## src/rtl/tic_isqrt_pipe.sv

```systemverilog
// ----------------------------------------------------------------------------
// tic_isqrt_pipe
// pipelined integer square root, one result bit per stage, floored
// ----------------------------------------------------------------------------
module tic_isqrt_pipe #(
    parameter int ROOT_W = 16
)(
    input  logic                  clk,
    input  logic                  ce,
    input  logic [2*ROOT_W-1:0]   radicand,
    output logic [ROOT_W-1:0]     root
);

    logic [ROOT_W+1:0]   rem_reg  [ROOT_W];
    logic [ROOT_W-1:0]   root_reg [ROOT_W];
    logic [2*ROOT_W-1:0] rad_reg  [ROOT_W];

    logic [ROOT_W+1:0]   rem_in   [ROOT_W];
    logic [ROOT_W-1:0]   root_in  [ROOT_W];
    logic [2*ROOT_W-1:0] rad_in   [ROOT_W];

    logic [ROOT_W+1:0]   rem_next  [ROOT_W];
    logic [ROOT_W-1:0]   root_next [ROOT_W];
    logic [2*ROOT_W-1:0] rad_next  [ROOT_W];

    always_comb
    begin
        rem_in[0]  = '0;
        root_in[0] = '0;
        rad_in[0]  = radicand;
        for (int k = 1; k < ROOT_W; k++)
        begin
            rem_in[k]  = rem_reg[k-1];
            root_in[k] = root_reg[k-1];
            rad_in[k]  = rad_reg[k-1];
        end
    end

    always_comb
    begin : c_stage
        logic [ROOT_W+1:0] rem_sh;
        logic [ROOT_W+1:0] trial;
        logic              fits;
        for (int k = 0; k < ROOT_W; k++)
        begin
            rem_sh       = {rem_in[k][ROOT_W-1:0], rad_in[k][2*ROOT_W-1 -: 2]};
            trial        = {root_in[k], 2'b01};
            fits         = (rem_sh >= trial);
            rem_next[k]  = fits ? (rem_sh - trial) : rem_sh;
            root_next[k] = {root_in[k][ROOT_W-2:0], fits};
            rad_next[k]  = {rad_in[k][2*ROOT_W-3:0], 2'b00};
        end
    end

    always_ff @(posedge clk)
    begin
        if (ce)
        begin
            rem_reg  <= rem_next;
            root_reg <= root_next;
            rad_reg  <= rad_next;
        end
    end

    assign root = root_reg[ROOT_W-1];

endmodule

```

## config.mk

```make
export PLATFORM = sky130hd
export DESIGN_NAME = tic_isqrt_pipe
export DESIGN_NICKNAME = d
export VERILOG_FILES = /design/src/rtl/tic_isqrt_pipe.sv
export SDC_FILE = /design/constraint.sdc
export NUM_CORES = 1
export LEC_CHECK = 0
export BUFFER_PORTS_ARGS = -buffer_cell sky130_fd_sc_hd__clkbuf_2
export CORE_ASPECT_RATIO = 1.4
export CORE_MARGIN = 2
export CORE_UTILIZATION = 55
export CTS_CLUSTER_DIAMETER = 150
export DETAILED_ROUTE_END_ITERATION = 7
export HOLD_SLACK_MARGIN = 0.03
export PLACE_DENSITY = 0.79
export SYNTH_ARGS = -nofsm -noshare
export SYNTH_HDL_FRONTEND = slang
export SYNTH_SLANG_ARGS = --single-unit
```

## constraint.sdc

```tcl
create_clock -name clk -period 3.39 [get_ports clk]
set_clock_uncertainty 0.15 [all_clocks]
set_input_delay 0.339 -clock clk [delete_from_list [all_inputs] [get_ports clk]]
set_output_delay 0.339 -clock clk [all_outputs]
set_load 0.01 [all_outputs]
```

Word-level counts from Yosys, hierarchy flattened. Index checks and enable logic that the tools add are counted.

Register bits: 603. Latch bits: 0. Bits in writable memories: 0. ROM bits: 0. Input port bits: 34. Output and inout bits: 16. Word-level logic and storage cells: 93. Memories kept: 0.

Add/subtract/negate cells: 15. $mul: 0. Divide/modulo/power cells: 0. Magnitude comparators: 16. Equality and inequality tests: 0. Shifts and indexed selects: 0. Multiplexer cells: 15. Bitwise logic cells: 0. Reductions and logical operators: 0.

Operators by type and width (number): 16-bit 2-to-1 mux (14); 18-bit by 10-bit greater-or-equal comparator with 1-bit output (1); 18-bit by 11-bit greater-or-equal comparator with 1-bit output (1); 18-bit by 12-bit greater-or-equal comparator with 1-bit output (1); 18-bit by 13-bit greater-or-equal comparator with 1-bit output (1); 18-bit by 14-bit greater-or-equal comparator with 1-bit output (1); 18-bit by 15-bit greater-or-equal comparator with 1-bit output (1); 18-bit by 16-bit greater-or-equal comparator with 1-bit output (1); 18-bit by 17-bit greater-or-equal comparator with 1-bit output (1); 18-bit by 3-bit greater-or-equal comparator with 1-bit output (1); 18-bit by 4-bit greater-or-equal comparator with 1-bit output (1); 18-bit by 5-bit greater-or-equal comparator with 1-bit output (1); 18-bit by 6-bit greater-or-equal comparator with 1-bit output (1); 18-bit by 7-bit greater-or-equal comparator with 1-bit output (1); 18-bit by 8-bit greater-or-equal comparator with 1-bit output (1); 18-bit by 9-bit greater-or-equal comparator with 1-bit output (1); 16-bit by 10-bit subtractor with 16-bit output (1); 16-bit by 11-bit subtractor with 16-bit output (1); 16-bit by 12-bit subtractor with 16-bit output (1); 16-bit by 13-bit subtractor with 16-bit output (1); 16-bit by 14-bit subtractor with 16-bit output (1); 16-bit by 15-bit subtractor with 16-bit output (1); 16-bit subtractor (1); 16-bit by 3-bit subtractor with 16-bit output (1); 9 further kinds (9).

Logic depth before layout (Yosys ltp).
Depth in word-level cells: 2. Gate-level depth with buffers: 12. Depth with buffers taken out: 11.

Worst setup path before layout. Ideal clock, no wire load.

Path kind: reg-to-reg. Start point: register rem_reg, in the netlist rem_in[54]. End point: register rem_reg, in the netlist rem_in[49], data pin. Setup time: 262 ps. Arrival time: 2424 ps. Required time: 2978 ps. Setup slack: 554 ps. Cell stages (with the launch flop): 10. Path buffers: 1. Period minus slack after synthesis: 2836 ps. Cells stage by stage: edfxtp_1 -> ha_1 -> nor2b_1 -> o31a_1 -> o2111ai_1 -> nand3b_1 -> o31ai_2 -> a21oi_2 -> buf_2 -> mux2_1.

RTL lines: from (decl) (RTL line 14) `logic [ROOT_W+1:0] rem_reg [ROOT_W];`; from (signal assigned) (RTL line 59) `rem_reg <= rem_next;`.

==> qor.yml <==
synth_edf_count: 600
cts_tree: "built"
synthesis.area_um2: 27100
ys_top_cells_by_count: "edfxtp_1, inv_1, ha_1"
arrival_ns: 3.39
htreeDepth: 2
crit_buf_inv: 0
place_ws_ns: 0.222
synth_most_common_cell: "edfxtp_1"
synth_top_cell_by_area: "edfxtp_1"
place_congestion: 0.932
crit_path_start_kind: "flip-flop"
worst_slew_pin_slew_ns: 0.955
vias: 15815
die_y_um: 267
avgSynthCellArea_um2: 13.7
ios: 50
largest_reg_flops: 238
min_period_ns: 3.21
drive_gt1_frac: 0.0814
fmax_ghz: 0.312
path_cells: "ha_1 -> o21a_1 -> o21a_4 -> o31ai_4 -> o22ai_2 -> or4b_1 -> a31oi_1 -> xnor2_1 -> mux2_4"
synthArstFlopShare: 0
cpMaxStageDelayCell: "or4b_1"
synth_top_area_share: 0.664
routed_wl_mm: 46.0
grt_pass1_wl_mm: 74.3
grt_max_degree: 85
synthFlopType: "edfxtp_1"
finalPower_uw: 18500
cp.required_ns: 3.57
hold_ws_ns: 0.0978
cts_sinks: 600
crit_type: "flip-flop to flip-flop"
end_kind: "flip-flop"
relSlewSlack: 0.354
worstPathMaxFanout: 4
clock_path_buffers: 3
drt-initial-drc-count: 898
drv_slew: 0
finalHoldViolCount: 0
antenna_left: 0
diodes: 0
ys_seq_elements: 600
cts_made_buffers: 54
path_depth: 9
rows: 96
clk_pin_slew_ns: 0.06
coreArea_um2: 48900
startpoint: "rem_in[18]"
firstDrtPassIters: 8
ir_drop_uv: 489
finalCritPeriodShare: 0.946
ys_warn_count: 0
ys_seq_area_frac: 0.664
p_per_area_nw_per_um2: 609
netlist_instances: 1986
syn_nets: 2172
r2r_cells: 9
hold_path_depth: 1
holdCritPathClass: "input port to flip-flop"
drc: 0
antenna_found_initial: 0
overflow: 0
layout_setup_ws_ns: 0.184
critPathMaxStageDelay_ns: 0.52
nFillCells: 3463
first_global_vias: 16360
min-delay-start: "ce"
cts_root_buf: "clkbuf_16"
start_util: 0.555
synth.area.top_cells: "edfxtp_1, ha_1, xnor2_1"
die_width_um: 192
wl_per_cell_um: 16.4
post-dp-hpwl_mm: 32.5
worstSkewPairLatency_ns: 0.61
setup_viol: 0
rsz0062_at_grt: "false"
cp_top_family: "compound AO/OA/AOI/OAI gates"
vias_per_cell: 5.63
nets: 2321
io_buffers: 49
maxCapViolCount: 0
ys_types: 67
p_leak_uw: 0.0118
cts_setup_buffers: 0
grt.total_usage: 0.181
syn_to_final_growth_pct: 11.7
die_area_um2: 51200
status: "completed"
fin_setup_tns_ns: 0
r2r-start: "rem_in[18]"
path summary, 6_finish.rpt:
check / end / slack, ns
setup / recovery: c_stage.rem_sh[17] / 0.18
hold / removal: rad_in[330] / 0.1
setup reg to reg: c_stage.rem_sh[17] / 0.18
hold reg to reg: rad_in[246] / 0.25
area by class of cell:
type / count / area, um^2 / area share
Tap cell: 637 / 797 / 0.0263
Sequential cell: 600 / 18000 / 0.594
Multi-Input combinational cell: 1176 / 8340 / 0.275
Timing Repair Buffer: 115 / 883 / 0.0291
Clock inverter: 20 / 140 / 0.00462
Clock buffer: 75 / 1450 / 0.0478
Inverter: 188 / 706 / 0.0233
power breakdown:
part | leakage, uW | internal [uW] | switching [uW] | total, uW
Combinational | 0.00526 | 1420 | 1790 | 3200
Clock | 0.000770 | 3050 | 2530 | 5580
Sequential | 0.00575 | 9250 | 430 | 9680
Total | 0.0118 | 13700 | 4740 | 18500
layout by cell type (no fill, tap or decap), drive strengths merged, types with 50 or more instances in the layout:
master	n
inv	188
clkbuf	123
o21ai	85
a21oi	100
nor2	126
nand2	104
xnor2	95
edfxtp	600
o21a	50
ha	152
xor2	58
what timing repair did:
item,4_1_cts,5_1_grt
endpoints found under the hold margin,33,0
endpoints found under the setup margin,0,1
gates resized for setup,0,1
hold buffers,33,0
stage by stage:
| step | instances | util | instance area [um^2] |
|---|---|---|---|
| 2_1_floorplan | 1986 | - | 27100 |
| 3_3_place_gp | 2683 | 0.581 | 28400 |
| 3_5_place_dp | 2683 | 0.581 | 28400 |
| 4_1_cts | 2811 | 0.621 | 30300 |
| 5_1_grt | 2811 | 0.621 | 30300 |
| 6_report | 2811 | 0.621 | 30300 |
logic make-up (layout without fill, tap and decap cells):
logic type | after synthesis | after routing | synth area share
multiplexers | 40 | 40 | 0.0165
buffers and inverters | 210 | 398 | 0.0294
flip-flops | 600 | 600 | 0.664
AO/OA/AOI/OAI | 364 | 364 | 0.0864
AND/OR/NAND/NOR | 466 | 466 | 0.0846
XOR/XNOR | 153 | 153 | 0.0494
adder cells (fa/ha/maj) | 152 | 152 | 0.0700
other | 1 | 1 | 0.000138
worst register-to-register path: stages, from the launching register on:
cell      delay (ns)
edfxtp_1        0.40
ha_1            0.38
o21a_1          0.16
o21a_4          0.22
o31ai_4         0.31
o22ai_2         0.18
or4b_1          0.52
a31oi_1         0.24
xnor2_1         0.11
mux2_4          0.26
routing by layer:
metal	track usage	wire [um]	vias up
met5	0	0	-
met4	0.103	2460	0
met3	0.0277	1520	171
met2	0.374	26800	408
met1	0.159	15200	7625
li1	-	-	7611
No activity file was read; power rests on OpenSTA's default activity.
