==> src/rtl/tic_div_pipe.sv <==
// ----------------------------------------------------------------------------
// tic_div_pipe
// pipelined restoring divider, one quotient bit per stage, floored
// ----------------------------------------------------------------------------
module tic_div_pipe #(
    parameter int NUM_W  = 16,
    parameter int DEN_W  = 8,
    parameter int QUOT_W = 8
)(
    input  logic              clk,
    input  logic              ce,
    input  logic [NUM_W-1:0]  num,
    input  logic [DEN_W-1:0]  den,
    output logic [QUOT_W-1:0] quot
);

    logic [DEN_W-1:0]  rem_reg  [QUOT_W];
    logic [DEN_W-1:0]  den_reg  [QUOT_W];
    logic [QUOT_W-1:0] low_reg  [QUOT_W];
    logic [QUOT_W-1:0] quot_reg [QUOT_W];

    logic [DEN_W-1:0]  rem_in  [QUOT_W];
    logic [DEN_W-1:0]  den_in  [QUOT_W];
    logic [QUOT_W-1:0] low_in  [QUOT_W];
    logic [QUOT_W-1:0] quot_in [QUOT_W];

    logic [DEN_W-1:0]  rem_next  [QUOT_W];
    logic [QUOT_W-1:0] low_next  [QUOT_W];
    logic [QUOT_W-1:0] quot_next [QUOT_W];

    // upper numerator bits are below the divisor for every operand pair in use
    always_comb
    begin
        rem_in[0]  = DEN_W'(num >> QUOT_W);
        den_in[0]  = den;
        low_in[0]  = num[QUOT_W-1:0];
        quot_in[0] = '0;
        for (int k = 1; k < QUOT_W; k++)
        begin
            rem_in[k]  = rem_reg[k-1];
            den_in[k]  = den_reg[k-1];
            low_in[k]  = low_reg[k-1];
            quot_in[k] = quot_reg[k-1];
        end
    end

    always_comb
    begin : c_stage
        logic [DEN_W:0] trial;
        logic           fits;
        for (int k = 0; k < QUOT_W; k++)
        begin
            trial        = {rem_in[k], low_in[k][QUOT_W-1]};
            fits         = (trial >= {1'b0, den_in[k]});
            rem_next[k]  = fits ? DEN_W'(trial - {1'b0, den_in[k]}) : trial[DEN_W-1:0];
            low_next[k]  = low_in[k] << 1;
            quot_next[k] = {quot_in[k][QUOT_W-2:0], fits};
        end
    end

    always_ff @(posedge clk)
    begin
        if (ce)
        begin
            rem_reg  <= rem_next;
            den_reg  <= den_in;
            low_reg  <= low_next;
            quot_reg <= quot_next;
        end
    end

    assign quot = quot_reg[QUOT_W-1];

endmodule

==> config.mk <==
export PLATFORM = sky130hd
export DESIGN_NAME = tic_div_pipe
export DESIGN_NICKNAME = d
export VERILOG_FILES = /design/src/rtl/tic_div_pipe.sv
export SDC_FILE = /design/constraint.sdc
export NUM_CORES = 1
export LEC_CHECK = 0
export ABC_AREA = 1
export BUFFER_PORTS_ARGS = -buffer_cell sky130_fd_sc_hd__buf_2
export CAP_MARGIN = 20
export CORE_MARGIN = 2
export CORE_UTILIZATION = 30
export DETAILED_ROUTE_END_ITERATION = 10
export PLACE_DENSITY_LB_ADDON = 0.08
export SETUP_SLACK_MARGIN = 0.15
export SYNTH_ARGS = -nofsm -noshare
export SYNTH_HDL_FRONTEND = slang
export SYNTH_SLANG_ARGS = --single-unit
==> constraint.sdc <==
create_clock -name clk -period 3.6 [get_ports clk]
set_input_delay 0.18 -clock clk [delete_from_list [all_inputs] [get_ports clk]]
set_output_delay 0.18 -clock clk [all_outputs]
set_load 0.005 [all_outputs]
Word-level counts from Yosys, hierarchy flattened
Index checks and enable logic that the tools add are counted.
{"block": "word_totals", "out_inout_bits": 8, "romBits": 0, "reg_bits": 176, "ramBits": 0, "mem_count": 0, "latchBits": 0, "elab_cells": 51}
{"block": "op_classes", "div_mod_pow": 0, "add_sub_neg": 7, "bitwise": 0, "eq_ne": 0, "reduce_logical": 0, "shift": 0, "multipliers": 0, "magnitude_cmp": 8, "mux": 7}
{"op": "9-bit by 8-bit >= comparator with 1-bit output", "count": 8}
{"op": "8-bit 2-to-1 mux", "count": 7}
{"op": "8-bit subtractor", "count": 7}

Longest topological paths before layout
Gate-level depths: netlist of the first run.
{"block": "logic_depth", "depth_word": 2, "ltp_mapped": 12}

Least setup slack after synthesis of the first run
No wires, ideal clock.
{"block": "synth_path", "path_type": "reg2reg", "from": "reg rem_reg, in the netlist rem_in[41]", "to": "reg rem_reg, in the netlist rem_in[39], data pin", "stages_incl_launch_ff": 10, "arrival_ps": 1441, "path_slack_ps": 1908, "t_required_ps": 3348, "path_cell_list": "edfxtp_1 ha_1 nand2_1 nand2_1 a21oi_2 nand2_2 nand2_4 nand2_8 nand2_2 nand2_2"}
{"element": "start, declared", "line": "17", "text": "logic [DEN_W-1:0] rem_reg [QUOT_W];"}
{"element": "start signal, assigned", "line": "65", "text": "rem_reg <= rem_next;"}

==> qor.yml, run 1 <==
outcome: "completed"
min_delay_worst_endpoint: "rem_in[52]$_DFFE_PP_"
final.setup_skew_ns: 0.0104
synth.area.mux_share_pct: 0
last_weighted_congestion_value_of_the_routability_driven_placer: 0.788
synth_top_area_share_pct: 54.8
worstMarginPinSlew_ns: 0.594
timing_worst_setup_path_type: "flip-flop to flip-flop"
final_antenna_net_count: 0
num_rows: 65
wl_per_cell_um: 13.8
ys_async_sr_fraction_pct: 0
dr.pass1.iters: 4
timing.hold.ws_ns: 0.0611
most_common_library_cell_in_the_layout_ignoring_fill_and_taps: "nand2_1"
grt_remaining_overflow: 0
ys.warnings.count: 0
synth.area.top_cells: "edfxtp_1 55%, nand2_1 12%, ha_1 8.3%"
critical_path.startpoint_type: "flip-flop"
worstPathMaxFanout: 9
synth_edf_count: 176
chipWidth_um: 183
setup_viol: 0
grt_start_max_net_pins: 88
synth_top_family_by_area: "simple AND/OR/NAND/NOR gates"
min_period_over_period_pct: 54.7
vias: 6354
initial_core_util_pct: 30.5
synth-compound-area-share_pct: 2.09
synthSimpleGateAreaFrac_pct: 24.3
switching_share_of_total_power_pct: 35.6
yosys.area.top_type: "edfxtp_1"
via_count_of_the_first_global_routing_pass: 6571
clock_sinks: 176
power.combinational.fraction_pct: 34.0
crit_required_ns: 3.78
synth_seq_area_share_pct: 54.8
synthAdderAreaFrac_pct: 9.76
intPower_w: 0.00472
grt_setup_unrepaired: "no"
drive_above_1_share_pct: 11.8
power.density_cell_area_mw_per_mm2: 663
finalWorstPathRequiredPeriod_ns: 1.97
timing.max_cap.violations: 0
drt_wirelength_mm: 20.2
nNetsFinal: 1148
synthesis.nets: 1079
holdCritStartpoint: "num[11]"
floorplan.core_area_mm2: 0.0316
fmax_ghz: 0.507
total_leakage_power_nw: 5.13
layout_common_cells: "301 x nand2_1, 176 x edfxtp_1, 175 x inv_1"
place.detailed.hpwl_mm: 15.3
grt_first_pass_wirelength_mm: 33.2
cts_inserted_buffers: 17
grt_antenna_before_repair: 0
timing.setup.tns_ns: 0
register_share_of_total_power_pct: 40.7
clock-root-buffer: "clkbuf_16"
postSynthRegisterBits: 176
postSynthCellCount: 982
ys_types: 26
cts_max_path_buffers: 2
pwr-share-clk_pct: 25.3
drcViolationCount: 0
dr.first_iter.drc_count: 232
switching_power_w: 0.00262
timing_max_transition_violations_final: 0
critical_path_arrival_ns: 2.15
report.power.total_w: 0.00734
floorplan.die.height_um: 183
netlist_area_mm2: 0.00964
worstReg2RegEnd: "rem_in[21]$_DFFE_PP_"
routed_via_density: 4.33
synth_flop_cell: "edfxtp_1"
flow.area_growth_from_synthesis_pct: 14.9
clkTransAtPathRegs_ns: 0.07
num_io_pins: 34
cts_resized: 0
dieArea_mm2: 0.0336
slew_headroom_pct: 60.4
regToRegSetupSlack_ns: 1.63
tritoncts: "done"
min-delay-path-class: "input pin to flip-flop"
portBuffers: 33
num_antenna_cells: 0
globalRouteTotalUtil_pct: 12.7
worstRegToRegCells: 8
min_path_cells: 3
post_synth_xor_area_fraction_pct: 1.91
clock_tree.htree_level_count: 4
mean_area_per_synthesized_cell_um2: 9.81
timing.final.hold_violations: 0
worstSkewPairLatency_ns: 0.44
capturing_element_type_of_the_critical_path: "flip-flop"
worstReg2RegStart: "den_in[30]$_DFFE_PP_"
ir_drop_mv: 0.348
largest_register_ff_count: 56
metal layers:
metal / part of all wire [%] / global-route usage, % / vias to the layer above / wire [um]
li1: - / - / 3351 / -
met1: 42 / 13.9 / 2916 / 8430
met2: 55 / 24.5 / 67 / 11100
met3: 1.7 / 2.58 / 20 / 352
met4: 1.8 / 4.16 / 0 / 362
met5: 0 / 0 / - / 0
worst max-delay path by stage:
| stage | startpoint | endpoint | slack, ns | cells after the start |
|---|---|---|---|---|
| floorplan | rem_in[41]$_DFFE_PP_ | rem_in[39]$_DFFE_PP_ | 1.91 | 9 |
| global placement | rem_in[53]$_DFFE_PP_ | rem_in[47]$_DFFE_PP_ | 1.61 | 9 |
| detailed placement | den_in[30]$_DFFE_PP_ | rem_in[21]$_DFFE_PP_ | 1.63 | 8 |
| CTS | den_in[30]$_DFFE_PP_ | rem_in[21]$_DFFE_PP_ | 1.63 | 8 |
| global route | den_in[30]$_DFFE_PP_ | rem_in[21]$_DFFE_PP_ | 1.48 | 8 |
| finish | den_in[30]$_DFFE_PP_ | rem_in[21]$_DFFE_PP_ | 1.63 | 8 |
critical path, cell delays in order (launching register included):
cell and delay (ns):
edfxtp_1 0.45, inv_1 0.07, ha_1 0.34, nand2_1 0.11
nand2_1 0.08, a21oi_1 0.18, nand4_2 0.27, nand2_1 0.12
nand2_1 0.10
cell type report:
class                      count  area [um^2]
multi-input combinational    625         3670
timing repair buffer          50          352
inverter                     181          681
sequential                   176         5290
clock inverter                15          158
tap                          402          503
clock buffer                  17          425
fill                        3202        20600
kinds of logic after synthesis:
| kind of cell | Yosys count |
|---|---|
| compound gates | 29 |
| fa+ha+maj | 71 |
| xor+xnor | 21 |
| buf+inv | 181 |
| simple gates | 504 |
| flops | 176 |
power by group through the flow:
| stage | logic, W | clock network [W] | registers (W) |
|---|---|---|---|
| 5_1_grt | 0.00290 | 0.00201 | 0.00303 |
| 4_1_cts | 0.00253 | 0.00194 | 0.00300 |
| 6_report | 0.00250 | 0.00186 | 0.00299 |
| 3_5_place_dp | 0.00251 | 0 | 0.00304 |
| 3_3_place_gp | 0.00253 | 0 | 0.00305 |
| 2_1_floorplan | 0.00195 | 0 | 0.00293 |
stage by stage:
step           utilization (%)  instance area (um^2)  setup slack (ns)  std cells
2_1_floorplan                -                  9640              1.91        982
3_3_place_gp              32.7                 10300              1.61       1419
3_5_place_dp              32.7                 10300              1.63       1419
4_1_cts                   35.0                 11100              1.63       1466
5_1_grt                   35.0                 11100              1.48       1466
6_report                  35.0                 11100              1.63       1466
cell usage after synthesis, types with 3 or more instances:
cell      number
nand2_1      301
edfxtp_1     176
inv_1        175
nand3_1      100
ha_1          64
nor2_1        34
a21oi_1       19
nand2_2       18
nand4_1       14
xor2_1        14
nand2_4        9
fa_1           7
xnor2_1        7
a21oi_2        6
nor3_2         6
nand3b_1       5
nor2_4         5
nor2_2         4
a21oi_4        3
inv_2          3
nand2_8        3
nand4_2        3
what timing repair did:
item / in CTS / in global routing
setup buffers: 0 / 0
hold endpoints to repair: 15 / 0
hold buffers: 15 / 0
No activity file was read; power rests on OpenSTA's default activity.
==> run 2, diff against run 1 <==
==> constraint.sdc (replaced) <==
create_clock -name clk -period 1.84 [get_ports clk]
set_input_delay 0.092 -clock clk [delete_from_list [all_inputs] [get_ports clk]]
set_output_delay 0.092 -clock clk [all_outputs]
set_load 0.005 [all_outputs]
==> run 2 against run 1 <==
  * Total power rose to 2.5 times the previous value
  * Sequential share of layout area down 11 points
  * Largest power group is now combinational cells
  * Setup slack worse by 1.6 ns
  * Final cell count up 15%
  * Core utilization up 10 points
  * Maximum frequency up 8.7%
==> qor.yml, run 2 (synthesis gave the netlist of run 1 again) <==
grt_setup_unrepaired: "yes"
crit_required_ns: 2.04  # -1.74 ns
initial_core_util_pct: 30.5  # unchanged
clock_tree.htree_level_count: 4  # unchanged
layout_common_cells: "189 x nand2_1, 177 x buf_4, 176 x edfxtp_1"
pwr-share-clk_pct: 19.9  # -5.4 points
stdcell_count: 1681  # +15%
timing_worst_setup_path_type: "flip-flop to flip-flop"
register_share_of_total_power_pct: 32.1  # -8.6 points
final.setup_skew_ns: 0.0116  # +0.00111 ns
tritoncts: "done"
cell_count_after_placement: 1514  # +6.7%
min_period_over_period_pct: 98.6  # +44 points
via_count_of_the_first_global_routing_pass: 7530  # +15%
setup_viol: 0  # unchanged
timing.final.hold_violations: 0  # unchanged
worstMarginPinSlew_ns: 0.413  # -0.181 ns
top_usage_layer: "met2"
min-delay-path-class: "input pin to flip-flop"
intPower_w: 0.0117  # +150%
dieArea_mm2: 0.0336  # unchanged
timing.hold.ws_ns: 0.0235  # -0.0376 ns
timing_max_transition_violations_final: 0  # unchanged
critical_path_arrival_ns: 2.01  # -0.14 ns
grt_use_met3_pct: 2.70  # +0.12 points
ir_drop_mv: 0.800  # +130%
grt_start_max_net_pins: 43  # -51%
num_rows: 65  # unchanged
portBuffers: 33  # unchanged
last_weighted_congestion_value_of_the_routability_driven_placer: 0.802  # +1.8%
power.combinational.fraction_pct: 48.0  # +14 points
grt_first_pass_wirelength_mm: 37.7  # +14%
path_cells: "ha_4 -> inv_2 -> nor2_2 -> nand2_2 -> nor2_4 -> nor2_4 -> buf_12 -> buf_6 -> nand3_2 -> nand2_2"
drt_wirelength_mm: 23.7  # +17%
most_common_library_cell_in_the_layout_ignoring_fill_and_taps: "nand2_1"
flow.area_growth_from_synthesis_pct: 48.2
fmax_ghz: 0.551  # +8.7%
slew_headroom_pct: 72.4  # +12 points
switching_power_w: 0.00687  # +160%
power.density_cell_area_mw_per_mm2: 1300  # +96%
clock_sinks: 176  # unchanged
floorplan.core_area_mm2: 0.0316  # unchanged
routed_via_density: 4.39  # +1.2%
critical_path.startpoint_type: "flip-flop"
chipWidth_um: 183  # unchanged
worstPathBufferInverterCount: 3  # +2
timing.max_cap.violations: 0  # unchanged
critPathTopFamily: "flip-flops"
drcViolationCount: 0  # unchanged
place.detailed.hpwl_mm: 16.7  # +8.7%
clkTransAtPathRegs_ns: 0.08  # about the same
grt_remaining_overflow: 0  # unchanged
cts_inserted_buffers: 17  # unchanged
dr.first_iter.drc_count: 298  # +28%
drive_above_1_share_pct: 47.0  # +35 points
worstPathMaxFanout: 5  # -4
dr.pass1.iters: 4  # unchanged
nNetsFinal: 1363  # +19%
clock-root-buffer: "clkbuf_16"
vias: 7376  # +16%
cpMaxStageDelayCell: "edfxtp_1"
switching_share_of_total_power_pct: 37.0  # +1.4 points
fill_cells: 3017  # -5.8%
total_leakage_power_nw: 6.34  # +24%
globalRouteTotalUtil_pct: 14.6  # +1.9 points
cts_max_path_buffers: 2  # unchanged
largest_register_ff_count: 56  # unchanged
finalWorstPathRequiredPeriod_ns: 1.81  # -0.157 ns
grtUsageMet1_pct: 15.7  # +1.9 points
worstSkewPairLatency_ns: 0.45  # about the same
cpPeakStageDelay_ns: 0.48  # +0.03 ns
grt_antenna_before_repair: 0  # unchanged
floorplan.die.height_um: 183  # unchanged
grt.met2_usage_pct: 28.6  # +4.1 points
outcome: "completed"
num_antenna_cells: 0  # unchanged
final_antenna_net_count: 0  # unchanged
num_io_pins: 34  # unchanged
wl_per_cell_um: 14.1  # +2.0%
capturing_element_type_of_the_critical_path: "flip-flop"
==> run 2: cell types whose count changed in the layout (fill, tap and decap cells not counted), sizes merged, moves of 2 or more <==
cell / before / now
clkinv: 7 / 5
dlygate4sd3: 15 / 21
clkinvlp: 4 / 2
inv: 183 / 188
nand2: 331 / 337
buf: 34 / 236
==> run 2: metal layers <==
layer  share of wire (%)  routed length [um]  vias to the layer above
met5                   0                   0                        -
met2                  57               13400                       65
met3                 1.8                 416                       20
met4                 1.4                 340                        0
li1                    -                   -                     3795
met1                  40                9510                     3496
==> run 2: path summary, 6_finish.rpt <==
| check | start | end | slack (ns) | cells after the start |
|---|---|---|---|---|
| worst max-delay path | rem_in[37]$_DFFE_PP_ | rem_in[30]$_DFFE_PP_ | 0.03 | 10 |
| worst min-delay path | num[14] | rem_in[55]$_DFFE_PP_ | 0.02 | 3 |
| worst min register to register | quot_in[26]$_DFFE_PP_ | quot_in[19]$_DFFE_PP_ | 0.42 | 0 |
| worst max register to register | rem_in[37]$_DFFE_PP_ | rem_in[30]$_DFFE_PP_ | 0.03 | 10 |
==> run 2: what timing repair did <==
| item | CTS | global route |
|---|---|---|
| buffers inserted | 77 | 30 |
| gates cloned | 6 | 1 |
| setup endpoints to repair | 54 | 56 |
| gates resized for setup | 189 | 146 |
| endpoints found under the hold margin | 21 | 0 |
| hold buffers | 21 | 0 |
| pin swaps | 88 | 99 |
==> run 2: final cells by class <==
type / count / area [um^2] / area share (%)
clock buffer: 17 / 425 / 2.98
tap: 402 / 503 / 3.52
sequential: 176 / 5290 / 37.0
multi-input combinational: 632 / 5130 / 35.9
clock inverter: 15 / 166 / 1.17
inverter: 181 / 693 / 4.85
timing repair buffer: 258 / 2070 / 14.5
==> run 2: stage by stage <==
step / setup TNS [ns] / util, % / cell area (um^2) / total power, W / worst slack, ns
3_5_place_dp: -1.38 / 35.1 / 11100 / 0.0119 / -0.103
3_3_place_gp: -1.52 / 35.1 / 11100 / 0.0119 / -0.124
5_1_grt: -0.0937 / 45.1 / 14300 / 0.0198 / -0.0287
2_1_floorplan: 0 / - / 9680 / 0.00959 / 0.166
4_1_cts: 0 / 42.7 / 13500 / 0.0175 / 0.0542
6_report: 0 / 45.1 / 14300 / 0.0186 / 0.0265
==> run 2: worst reg2reg max path, delay by kind of cell, from the launching register on <==
family	cells	cell delay, ns
simple gates	6	0.46
buf+inv	3	0.30
flops	1	0.48
fa+ha+maj	1	0.33
==> run 2: power by group through the flow <==
stage / Combinational, W / Sequential [W] / Clock (W)
2_1_floorplan: 0.00384 / 0.00574 / 0
3_3_place_gp: 0.00595 / 0.00595 / 0
3_5_place_dp: 0.00593 / 0.00595 / 0
4_1_cts: 0.00770 / 0.00597 / 0.00380
5_1_grt: 0.00985 / 0.00604 / 0.00395
6_report: 0.00891 / 0.00597 / 0.00369
